<file path="src/rtl/odd_disk_walk.sv">
// Offset walker: steps (dx, dy) over the square around a cell and flags disk members.
module odd_disk_walk #(
  parameter int MAX_RADIUS = 8
) (
  input  logic                                     clk,
  input  logic                                     load,
  input  logic                                     step,
  input  logic [$clog2(MAX_RADIUS+1)-1:0]          rad,
  output logic signed [$clog2(MAX_RADIUS+1):0]     dx,
  output logic signed [$clog2(MAX_RADIUS+1):0]     dy,
  output logic                                     last,
  output logic                                     in_disk
);

  localparam int RAD_W = $clog2(MAX_RADIUS + 1);
  localparam int SQ_W  = 2 * RAD_W + 1;

  logic signed [RAD_W:0] rad_s;
  logic [RAD_W-1:0]      abs_dx;
  logic [RAD_W-1:0]      abs_dy;
  logic [SQ_W-1:0]       dist_sq;
  logic [SQ_W-1:0]       rad_sq;

  assign rad_s = signed'({1'b0, rad});

  // Distance test against the disk
  assign abs_dx  = dx[RAD_W] ? RAD_W'(-dx) : RAD_W'(dx);
  assign abs_dy  = dy[RAD_W] ? RAD_W'(-dy) : RAD_W'(dy);
  assign dist_sq = SQ_W'(abs_dx * abs_dx) + SQ_W'(abs_dy * abs_dy);
  assign rad_sq  = SQ_W'(rad * rad);
  assign in_disk = (dist_sq <= rad_sq);

  assign last = (dx == rad_s) && (dy == rad_s);

  // Raster order: dx fastest, then dy
  always_ff @(posedge clk) begin
    if (load) begin
      dx <= -rad_s;
      dy <= -rad_s;
    end else if (step) begin
      if (dx == rad_s) begin
        dx <= -rad_s;
        dy <= dy + (RAD_W+1)'(1);
      end else begin
        dx <= dx + (RAD_W+1)'(1);
      end
    end
  end

endmodule

</file>
<file path="config.mk">
export PLATFORM = sky130hd
export DESIGN_NAME = odd_disk_walk
export DESIGN_NICKNAME = d
export VERILOG_FILES = /design/src/rtl/odd_disk_walk.sv
export SDC_FILE = /design/constraint.sdc
export NUM_CORES = 1
export LEC_CHECK = 0
export BUFFER_PORTS_ARGS = -buffer_cell sky130_fd_sc_hd__buf_2
export CELL_PAD_IN_SITES_DETAIL_PLACEMENT = 1
export CELL_PAD_IN_SITES_GLOBAL_PLACEMENT = 2
export CORE_MARGIN = 1.5
export CORE_UTILIZATION = 30
export CTS_CLUSTER_DIAMETER = 120
export DETAILED_ROUTE_END_ITERATION = 8
export GPL_ROUTABILITY_DRIVEN = 0
export MAX_ROUTING_LAYER = met4
export PLACE_DENSITY = 0.76
export SKIP_CTS_REPAIR_TIMING = 1
export SLEW_MARGIN = 20
export SYNTH_ARGS = -nofsm -noshare
export SYNTH_HDL_FRONTEND = slang
export SYNTH_SLANG_ARGS = --single-unit
export TNS_END_PERCENT = 5
</file>
<file path="constraint.sdc">
create_clock -name clk -period 5 [get_ports clk]
set_clock_uncertainty 0.15 [all_clocks]
set_input_delay 0.25 -clock clk [delete_from_list [all_inputs] [get_ports clk]]
set_output_delay 0.25 -clock clk [all_outputs]
set_load 0.01 [all_outputs]
</file>
==> results.py, run 1 <==
metrics = {
    "routing": {
        "drcViolationCount": 0,
        "dr.pass1.iters": 4,
        "wire_per_inst_um": 14.13,
        "ant_nets": 0,
        "wl_mm": 4.904,
        "drt-initial-drc-count": 40,
        "vias": 1656,
        "via_per_inst": 4.772,
    },
    "status": {
        "outcome": "finished with violations",
        "violations": "setup timing",
    },
    "worst_setup_path": {
        "crit_path_start_kind": "flip-flop",
        "r2r_slack_ns": 2.98,
        "required_ns": 4.60,
        "critPathArrivalTime_ns": 5.20,
        "crit_type": "reg2out",
        "path_max_fanout": 4,
        "r2r_cells": 6,
        "r2r-end": "dx[1]",
        "end_kind": "output port",
        "r2r-start": "dx[1]",
    },
    "yosys": {
        "yosysUniqueCellTypes": 43,
        "postSynthAreaPerCell_um2": 9.025,
        "synth_area_um2": 2031,
        "syn_inst": 225,
        "synth-seq-cells": 10,
        "syn_nets": 279,
        "yosys_warnings": 0,
        "synth_seq_area_share_pct": 14.79,
    },
    "power_and_ir_drop": {
        "power_frac_seq_pct": 6.4,
        "p_sw_share_pct": 47.68,
        "p_comb_share_pct": 88.9,
        "power.density_nw_per_um2": 722.8,
        "power.internal_mw": 0.9587,
        "power.leakage_nw": 1.248,
        "power.switching_mw": 0.8735,
        "p_clk_share_pct": 4.7,
        "irDropWorstVdd_uv": 407.4,
    },
    "cells_and_area": {
        "drive_gt1_share_pct": 29.63,
        "fill_cells": 771,
        "diodes": 0,
        "stdcell_count": 347,
        "finalNetCount": 325,
        "syn_to_final_growth_pct": 24.83,
        "finish.utilization_pct": 39.25,
    },
    "grt": {
        "antenna_found_initial": 0,
        "grt_first_pass_wirelength_mm": 8.418,
        "grt_usage_pct": 14.67,
        "grt_remaining_overflow": 0,
        "grt_max_degree": 12,
        "grt_pass1_vias": 1784,
    },
    "sta": {
        "maxClockFrequency_mhz": 178.6,
        "holdWs_ns": 0.2633,
        "min_period_ns": 5.599,
        "slew_viol_final": 0,
        "finalCritPeriodShare_pct": 112.0,
        "setup_slack_ns": -0.5991,
        "slew_headroom_pct": 71.18,
        "tightest_slew_ns": 0.4267,
        "rsz0062_at_grt": "yes",
        "final_hold_viol_count": 0,
        "setup_violations": 1,
    },
    "clock_network": {
        "clkLatencyLatePin_ns": 0.24,
        "max-clock-path-buffers": 2,
        "path_clk_slew_ns": 0.05,
        "htreeDepth": 1,
        "cts.sinks": 10,
        "cts_made_buffers": 3,
        "cts_tree": "yes",
        "cts-root-buf": "clkbuf_8",
    },
    "floorplanning": {
        "design.core.area_um2": 6459,
        "core.rowCount": 29,
        "die-height_um": 85.28,
        "start_util_pct": 31.44,
        "die_w_um": 85.28,
        "boundaryPins": 19,
        "die-area_um2": 7272,
    },
    "hold_path": {
        "min_path_type": "in2reg",
        "hold_end": "dx[4]",
        "min-delay-start": "step",
        "hold_depth": 2,
    },
    "flow_run": {
        "drv_cap": 0,
    },
    "placement": {
        "hpwl_mm": 4.190,
        "place_inst": 339,
        "io_buffers": 18,
    },
}
-- cell usage after synthesis, drive strengths merged --
cell,count,share of area [%]
a211oi,2,0.74
nor3b,1,0.37
a221o,1,0.49
edfxtp,10,15
o31ai,1,0.37
nor2,11,2.2
o22a,1,0.43
and3,1,0.37
inv,33,6.1
buf,7,2.5
o211ai,4,1.5
o21ai,8,2.0
a31o,2,0.86
a21o,6,2.2
or2,2,0.62
ha,35,22
nand4b,1,0.43
xnor2,12,5.2
clkbuf,4,0.74
a32oi,1,0.43
nand2,9,1.7
and2,7,2.2
fa,12,12
a211o,1,0.43
nand2b,4,1.2
nor2b,5,1.5
mux2,2,1.3
a21oi,10,3.0
o41ai,1,0.43
mux2i,5,2.5
nand3,8,2.0
nor4,1,0.31
xor2,14,6.4
nand4,1,0.31
nor3,2,1.0
-- power groups by stage --
stage                     clock network, mW  registers [mW]  logic (mW)
after floorplan                           0           0.127        1.17
after global placement                    0           0.117        1.54
after detailed placement                  0           0.118        1.58
after CTS                            0.0873           0.117        1.59
after global routing                 0.0925           0.118        1.86
final                                0.0865           0.117        1.63
-- sequential cells by signal, summed over array words and instances, names as in the netlist --
| name | count |
|---|---|
| dx | 5 |
| dy | 5 |
-- logic make-up (layout without fill, tap and decap cells) --
| group | after synthesis | count (layout) | share of synthesized area (%) |
|---|---|---|---|
| flip-flops | 10 | 10 | 14.79 |
| buffers and inverters | 44 | 89 | 9.365 |
| XOR/XNOR | 26 | 26 | 11.58 |
| AND/OR/NAND/NOR | 53 | 53 | 14.23 |
| AO/OA/AOI/OAI | 38 | 38 | 12.88 |
| multiplexers | 7 | 7 | 3.758 |
| adder cells (fa/ha/maj) | 47 | 47 | 33.39 |
-- how the worst max path moves through the flow --
stage | startpoint | endpoint | slack (ns) | cells after the start
2_1_floorplan | dx[0] | in_disk | -0.34 | 20
3_3_place_gp | dx[1] | in_disk | -0.32 | 18
3_5_place_dp | dx[1] | in_disk | -0.40 | 20
4_1_cts | dx[1] | in_disk | -0.67 | 20
5_1_grt | dx[0] | in_disk | -0.79 | 18
6_report | dx[0] | in_disk | -0.60 | 20
-- critical path: stages, from the launching register on --
cell,delay (ns)
edfxtp_1,0.41
inv_2,0.06
ha_2,0.18
nand2b_4,0.16
xnor2_4,0.17
nand2_2,0.08
fa_1,0.51
fa_1,0.45
fa_1,0.55
inv_1,0.05
fa_1,0.48
ha_4,0.18
fa_2,0.35
a21o_1,0.18
a21oi_2,0.17
xnor2_2,0.09
ha_1,0.30
nand4b_1,0.09
o22a_1,0.19
a211oi_2,0.16
buf_2,0.15
-- per-stage QoR --
step                      cell area [um2]  total power, mW  setup slack (ns)  setup TNS, ns
after floorplan                      2096            1.299           -0.3352        -0.3352
after global placement               2437            1.659           -0.3219        -0.3219
after detailed placement             2437            1.699           -0.3983        -0.3983
after CTS                            2482            1.797           -0.6684        -0.6684
after global routing                 2535            2.068           -0.7897        -0.7897
final                                2535            1.832           -0.5991        -0.5991
-- metal layers --
metal / part of all wire, % / track usage (%) / vias to the layer above / routed length, um
li1: - / - / 847 / -
met1: 46 / 17.96 / 790 / 2268
met2: 52 / 27.27 / 15 / 2565
met5: 0 / - / - / 0
met4: 0.43 / 2.199 / 0 / 21
met3: 1.0 / 0.5837 / 4 / 49
-- layout by cell type, fill, tap and decap left out, types with 4 or more instances in the layout --
cell and instances:
o21ai_0 7, fa_1 11, nor2b_1 5, mux2i_1 5, and2_1 6, xor2_1 13, buf_4 34, nor2_1 10
buf_2 18, edfxtp_1 10, ha_1 32, o211ai_1 4, a21o_1 6, inv_1 32, a21oi_1 8, nand3_1 8
xnor2_1 10, nand2_1 8
-- cell type report --
class                      instances  area, um2  area share (%)
clock buffer                       3      41.29           1.629
timing repair buffer              52      345.3           13.62
tap                               77      96.34           3.801
clock inverter                     1      3.754          0.1481
sequential                        10      300.3           11.85
multi-input combinational        171       1624           64.07
inverter                          33      123.9           4.886
Power figures use the tool's default switching activity.
==> run 2: changes to the inputs <==
BUFFER_PORTS_ARGS = default   (was -buffer_cell sky130_fd_sc_hd__buf_2)
DONT_BUFFER_PORTS = 1   (was default)
PLACE_DENSITY = 0.7   (was 0.76)
clock period = 6.9 ns   (was 5 ns; I/O delays follow)
==> results.py, run 2 (synthesized netlist as in run 1, its figures left out) <==
metrics = {
    "status": {
        "outcome": "finished clean",
    },
    "hold_path": {
        "hold_depth": 1,
        "min_path_type": "in2reg",
    },
    "sta": {
        "tns_ns": 0,
        "slew_viol_final": 0,
        "rsz0062_at_grt": "no",
        "setup_violations": 0,
        "tightest_slew_ns": 0.5819,
        "maxClockFrequency_mhz": 156.1,
        "finalCritPeriodShare_pct": 92.87,
        "slew_headroom_pct": 60.85,
        "final_hold_viol_count": 0,
        "min_period_ns": 6.408,
    },
    "floorplanning": {
        "die-area_um2": 7272,
        "die_w_um": 85.28,
        "die-height_um": 85.28,
        "design.core.area_um2": 6459,
        "core.rowCount": 29,
        "start_util_pct": 31.44,
        "boundaryPins": 19,
    },
    "worst_setup_path": {
        "r2r_cells": 4,
        "end_kind": "output port",
        "cp.depth": 19,
        "crit_chain": "inv_1 > ha_1 > nand2b_1 > xnor2_1 > nand2_1 > fa_1 > fa_1 > fa_1 > inv_1 > fa_1 > ha_1 > fa_1 > a21o_1 > a21oi_1 > xnor2_1 > ha_1 > nand4b_1 > o22a_1 > a211oi_1",
        "crit_path_start_kind": "flip-flop",
        "critical_path.top_delay_family": "adder cells",
        "critPathBufInv": 2,
        "cpMostUsedCell": "fa_1",
        "critPathMaxStageDelay_ns": 0.63,
        "critPathArrivalTime_ns": 5.91,
        "crit_path_top_delay_cell": "edfxtp_1",
        "path_max_fanout": 11,
        "required_ns": 6.40,
        "crit_type": "reg2out",
    },
    "routing": {
        "ant_nets": 0,
        "drt-initial-drc-count": 32,
        "wire_per_inst_um": 14.96,
        "via_per_inst": 5.014,
        "dr.pass1.iters": 2,
        "drcViolationCount": 0,
        "vias": 1479,
        "wl_mm": 4.412,
    },
    "grt": {
        "grt_first_pass_wirelength_mm": 7.590,
        "antenna_found_initial": 0,
        "grt_remaining_overflow": 0,
        "grt_usage_pct": 13.36,
        "grt_max_degree": 13,
        "grt_pass1_vias": 1599,
    },
    "clock_network": {
        "clkLatencyLatePin_ns": 0.23,
        "path_clk_slew_ns": 0.05,
        "htreeDepth": 1,
        "cts.sinks": 10,
        "cts_made_buffers": 3,
        "cts_tree": "yes",
        "cts-root-buf": "clkbuf_8",
        "max-clock-path-buffers": 2,
    },
    "power_and_ir_drop": {
        "power.switching_mw": 0.5580,
        "power.leakage_nw": 0.9958,
        "power_frac_seq_pct": 9.3,
        "power.density_nw_per_um2": 523.8,
        "p_clk_share_pct": 5.6,
        "total_power_mw": 1.103,
        "p_comb_share_pct": 85.1,
        "irDropWorstVdd_uv": 251.7,
        "p_sw_share_pct": 50.59,
        "power.internal_mw": 0.5450,
    },
    "cells_and_area": {
        "diodes": 0,
        "syn_to_final_growth_pct": 3.697,
        "mostFrequentLayoutCell": "ha_1",
        "drive_gt1_share_pct": 6.881,
        "fill_cells": 776,
        "final_cell_mix": "ha_1, inv_1, xor2_1",
        "finalNetCount": 273,
        "top_regs": "dx x5, dy x5",
    },
    "flow_run": {
        "drv_cap": 0,
    },
    "placement": {
        "hpwl_mm": 3.714,
        "io_buffers": 0,
    },
}
[run 2: changes by cell type in the layout (fill, tap and decap cells not counted), sizes merged]
cell / previous run / this run
buf: 52 / 0
[run 2: final cells by class]
type / count / area, um2 / share of cell area, %
clock buffer: 3 / 41.29 / 1.961
clock inverter: 1 / 3.754 / 0.1783
inverter: 33 / 123.9 / 5.882
multi-input combinational: 171 / 1540 / 73.14
sequential: 10 / 300.3 / 14.26
tap: 77 / 96.34 / 4.575
[run 2: stage by stage]
stage | instance area (um2) | instances | util, % | hold slack (ns) | worst slack (ns)
5_1_grt | 2106 | 295 | 32.60 | 0.1665 | 0.05387
3_5_place_dp | 2061 | 291 | 31.91 | 0.4106 | 0.6808
6_report | 2106 | 295 | 32.60 | 0.1677 | 0.4923
3_3_place_gp | 2061 | 291 | 31.91 | 0.4069 | 0.8618
2_1_floorplan | 2031 | 225 | - | 0.4637 | 1.146
4_1_cts | 2106 | 295 | 32.60 | 0.1630 | 0.4384
[run 2: power groups by stage]
stage / clock network [mW] / registers [mW] / logic, mW
2_1_floorplan: 0 / 0.0913 / 0.769
3_3_place_gp: 0 / 0.104 / 0.950
3_5_place_dp: 0 / 0.105 / 0.968
4_1_cts: 0.0628 / 0.104 / 0.971
5_1_grt: 0.0649 / 0.106 / 1.12
6_report: 0.0615 / 0.103 / 0.939
[run 2: path summary, 6_finish.rpt]
kind | from | to | slack (ns)
max reg2reg | dx[0] | dx[1] | 4.92
max | dx[0] | in_disk | 0.49
min | load | dy[3] | 0.17
min reg2reg | dx[3] | dx[3] | 0.75
[run 2: metal layers]
| layer | wire length [um] | global-route usage [%] | up-vias |
|---|---|---|---|
| li1 | - | - | 740 |
| met4 | 21 | 2.639 | 0 |
| met3 | 85 | 0.9728 | 2 |
| met5 | 0 | - | - |
| met1 | 2071 | 17.58 | 720 |
| met2 | 2234 | 22.73 | 17 |
==> run 3: changes to the inputs <==
ABC_AREA = 1   (was default)
MAX_ROUTING_LAYER = default   (was met4)
PLACE_DENSITY = 0.74   (was 0.7)
==> results.py, run 3 <==
metrics = {
    "worst_setup_path": {
        "crit_path_top_delay_cell": "edfxtp_1",
        "required_ns": 6.40,
        "path_max_fanout": 8,
        "cpMostUsedCell": "fa_1",
        "crit_chain": "inv_2 > ha_1 > nor2_1 > nor2_1 > nand2_1 > fa_1 > fa_1 > fa_1 > inv_1 > fa_1 > ha_1 > fa_1 > nand3_1 > nand2_1 > xor2_1 > ha_1 > nand4_1 > nor2_1 > nand3_1 > nand2_1",
        "r2r_slack_ns": 4.80,
        "crit_type": "reg2out",
        "end_kind": "output port",
        "crit_path_start_kind": "flip-flop",
        "critPathMaxStageDelay_ns": 0.61,
        "critPathArrivalTime_ns": 5.35,
    },
    "routing": {
        "drcViolationCount": 0,
        "wire_per_inst_um": 14.01,
        "via_per_inst": 4.787,
        "ant_nets": 0,
        "drt-initial-drc-count": 31,
        "vias": 1642,
        "wl_mm": 4.806,
        "dr.pass1.iters": 4,
    },
    "cells_and_area": {
        "area.sequential_um2": 300.3,
        "final_cell_mix": "nand2_1, inv_1, ha_1",
        "mostFrequentLayoutCell": "nand2_1",
        "syn_to_final_growth_pct": 6.061,
        "fill_cells": 777,
        "top_regs": "dx x5, dy x5",
        "finish.utilization_pct": 33.10,
        "diodes": 0,
        "multiInputGateArea_um2": 1431,
        "fin_area_um2": 2102,
        "finalNetCount": 322,
        "stdcell_count": 343,
        "drive_gt1_share_pct": 8.271,
    },
    "yosys": {
        "synth-edff-count": 10,
        "synth_seq_area_share_pct": 15.15,
        "async_flop_share_pct": 0,
        "synth_area_um2": 1982,
        "postSynthAreaPerCell_um2": 7.451,
        "synth_area_leader_cell": "ha_1",
        "synth_most_common_cell": "nand2_1",
        "synth_ff_type": "edfxtp_1",
        "syn_inst": 266,
        "synth.top_cell.area_share_pct": 22.10,
        "yosysUniqueCellTypes": 25,
        "yosys_warnings": 0,
        "syn_nets": 320,
        "synth-seq-cells": 10,
        "synth.area.top_cells": "ha_1, edfxtp_1, fa_1, nand2_1, inv_1",
        "yosys-top-cells-count": "nand2_1, inv_1, ha_1",
    },
    "floorplanning": {
        "core.rowCount": 29,
        "design.core.area_um2": 6350,
        "die-height_um": 84.28,
        "boundaryPins": 19,
        "die_w_um": 84.28,
        "start_util_pct": 31.21,
        "die-area_um2": 7103,
    },
    "placement": {
        "hpwl_mm": 4.183,
        "dp_slack_ns": 1.258,
        "place_inst": 340,
        "post_dp_cell_area_um2": 2061,
        "io_buffers": 0,
    },
    "grt": {
        "met1_usage_pct": 18.87,
        "grt_usage_pct": 14.39,
        "use_met3_pct": 1.672,
        "antenna_found_initial": 0,
        "grt_remaining_overflow": 0,
        "grt_max_degree": 12,
        "grt_pass1_vias": 1797,
        "grt_util_met2_pct": 26.04,
        "grt_first_pass_wirelength_mm": 8.383,
        "gr-max-usage-layer": "met2",
    },
    "sta": {
        "tightest_slew_ns": 0.4637,
        "slew_viol_final": 0,
        "final_hold_viol_count": 0,
        "min_period_ns": 5.844,
        "slew_headroom_pct": 68.88,
        "maxClockFrequency_mhz": 171.1,
        "setup_slack_ns": 1.056,
        "holdWs_ns": 0.1437,
        "rsz0062_at_grt": "no",
        "finalCritPeriodShare_pct": 84.70,
        "setup_violations": 0,
        "tns_ns": 0,
    },
    "power_and_ir_drop": {
        "power.density_nw_per_um2": 456.4,
        "irDropWorstVdd_uv": 357.4,
        "total_power_mw": 0.9594,
        "power.leakage_nw": 1.128,
    },
    "clock_network": {
        "cts_tree": "yes",
        "max-clock-path-buffers": 2,
        "path_clk_slew_ns": 0.05,
        "clkLatencyLatePin_ns": 0.23,
        "cts.sinks": 10,
        "cts_made_buffers": 3,
        "htreeDepth": 1,
        "cts-root-buf": "clkbuf_8",
    },
    "status": {
        "outcome": "finished clean",
    },
    "hold_path": {
        "min_path_type": "in2reg",
    },
    "flow_run": {
        "drv_cap": 0,
    },
}
## run 3: changes by cell type after synthesis, moves of 6 or more
cell and change:
a21o_1 -6, xnor2_1 -7, and2_1 -6, inv_2 +12
inv_1 +15, o21ai_1 +6, nand2_1 +49, nor2_1 +11
nand3_1 +10
## run 3: final timing paths
| kind | start | to | cells after the start |
|---|---|---|---|
| setup / recovery | dx[0] | in_disk | 20 |
| setup reg to reg | dx[0] | dy[1] | 5 |
| hold / removal | rad[0] | dx[0] | 2 |
| hold reg to reg | dy[0] | dy[0] | 2 |
## run 3: per-layer routing
layer	share of wire, %	routed length (um)	vias up
li1	-	-	833
met1	48	2308	788
met2	50	2379	17
met3	2.0	95	4
met4	0.48	23	0
met5	0	0	-
## run 3: final cells by class
| type | instances | area share, % |
|---|---|---|
| Timing Repair Buffer | 1 | 0.3571 |
| Clock buffer | 3 | 1.964 |
| Sequential cell | 10 | 14.29 |
| Inverter | 60 | 10.71 |
| Multi-Input combinational cell | 192 | 68.09 |
| Tap cell | 77 | 4.583 |
## run 3: where the power goes
group | internal (mW) | switching [mW] | leakage, nW | total (mW)
sequential | 0.0780 | 0.0197 | 0.100 | 0.0977
combinational | 0.327 | 0.474 | 1.01 | 0.801
clock | 0.0382 | 0.0230 | 0.0216 | 0.0612
## run 3: kinds of logic after synthesis
group           share of synthesized area [%]
compound gates                          7.765
buf+inv                                 12.63
fa+ha+maj                               34.22
simple gates                            21.91
xor+xnor                                8.333
flops                                   15.15
## run 3: critical path: cells and delay by family, from the launching register on
family                     cells  cell delay [ns]
and+or+nand+nor                9             0.92
DFF                            1             0.61
buffers and inverters          2             0.20
adders and majority gates      8             3.24
xor gates and xnor gates       1             0.14
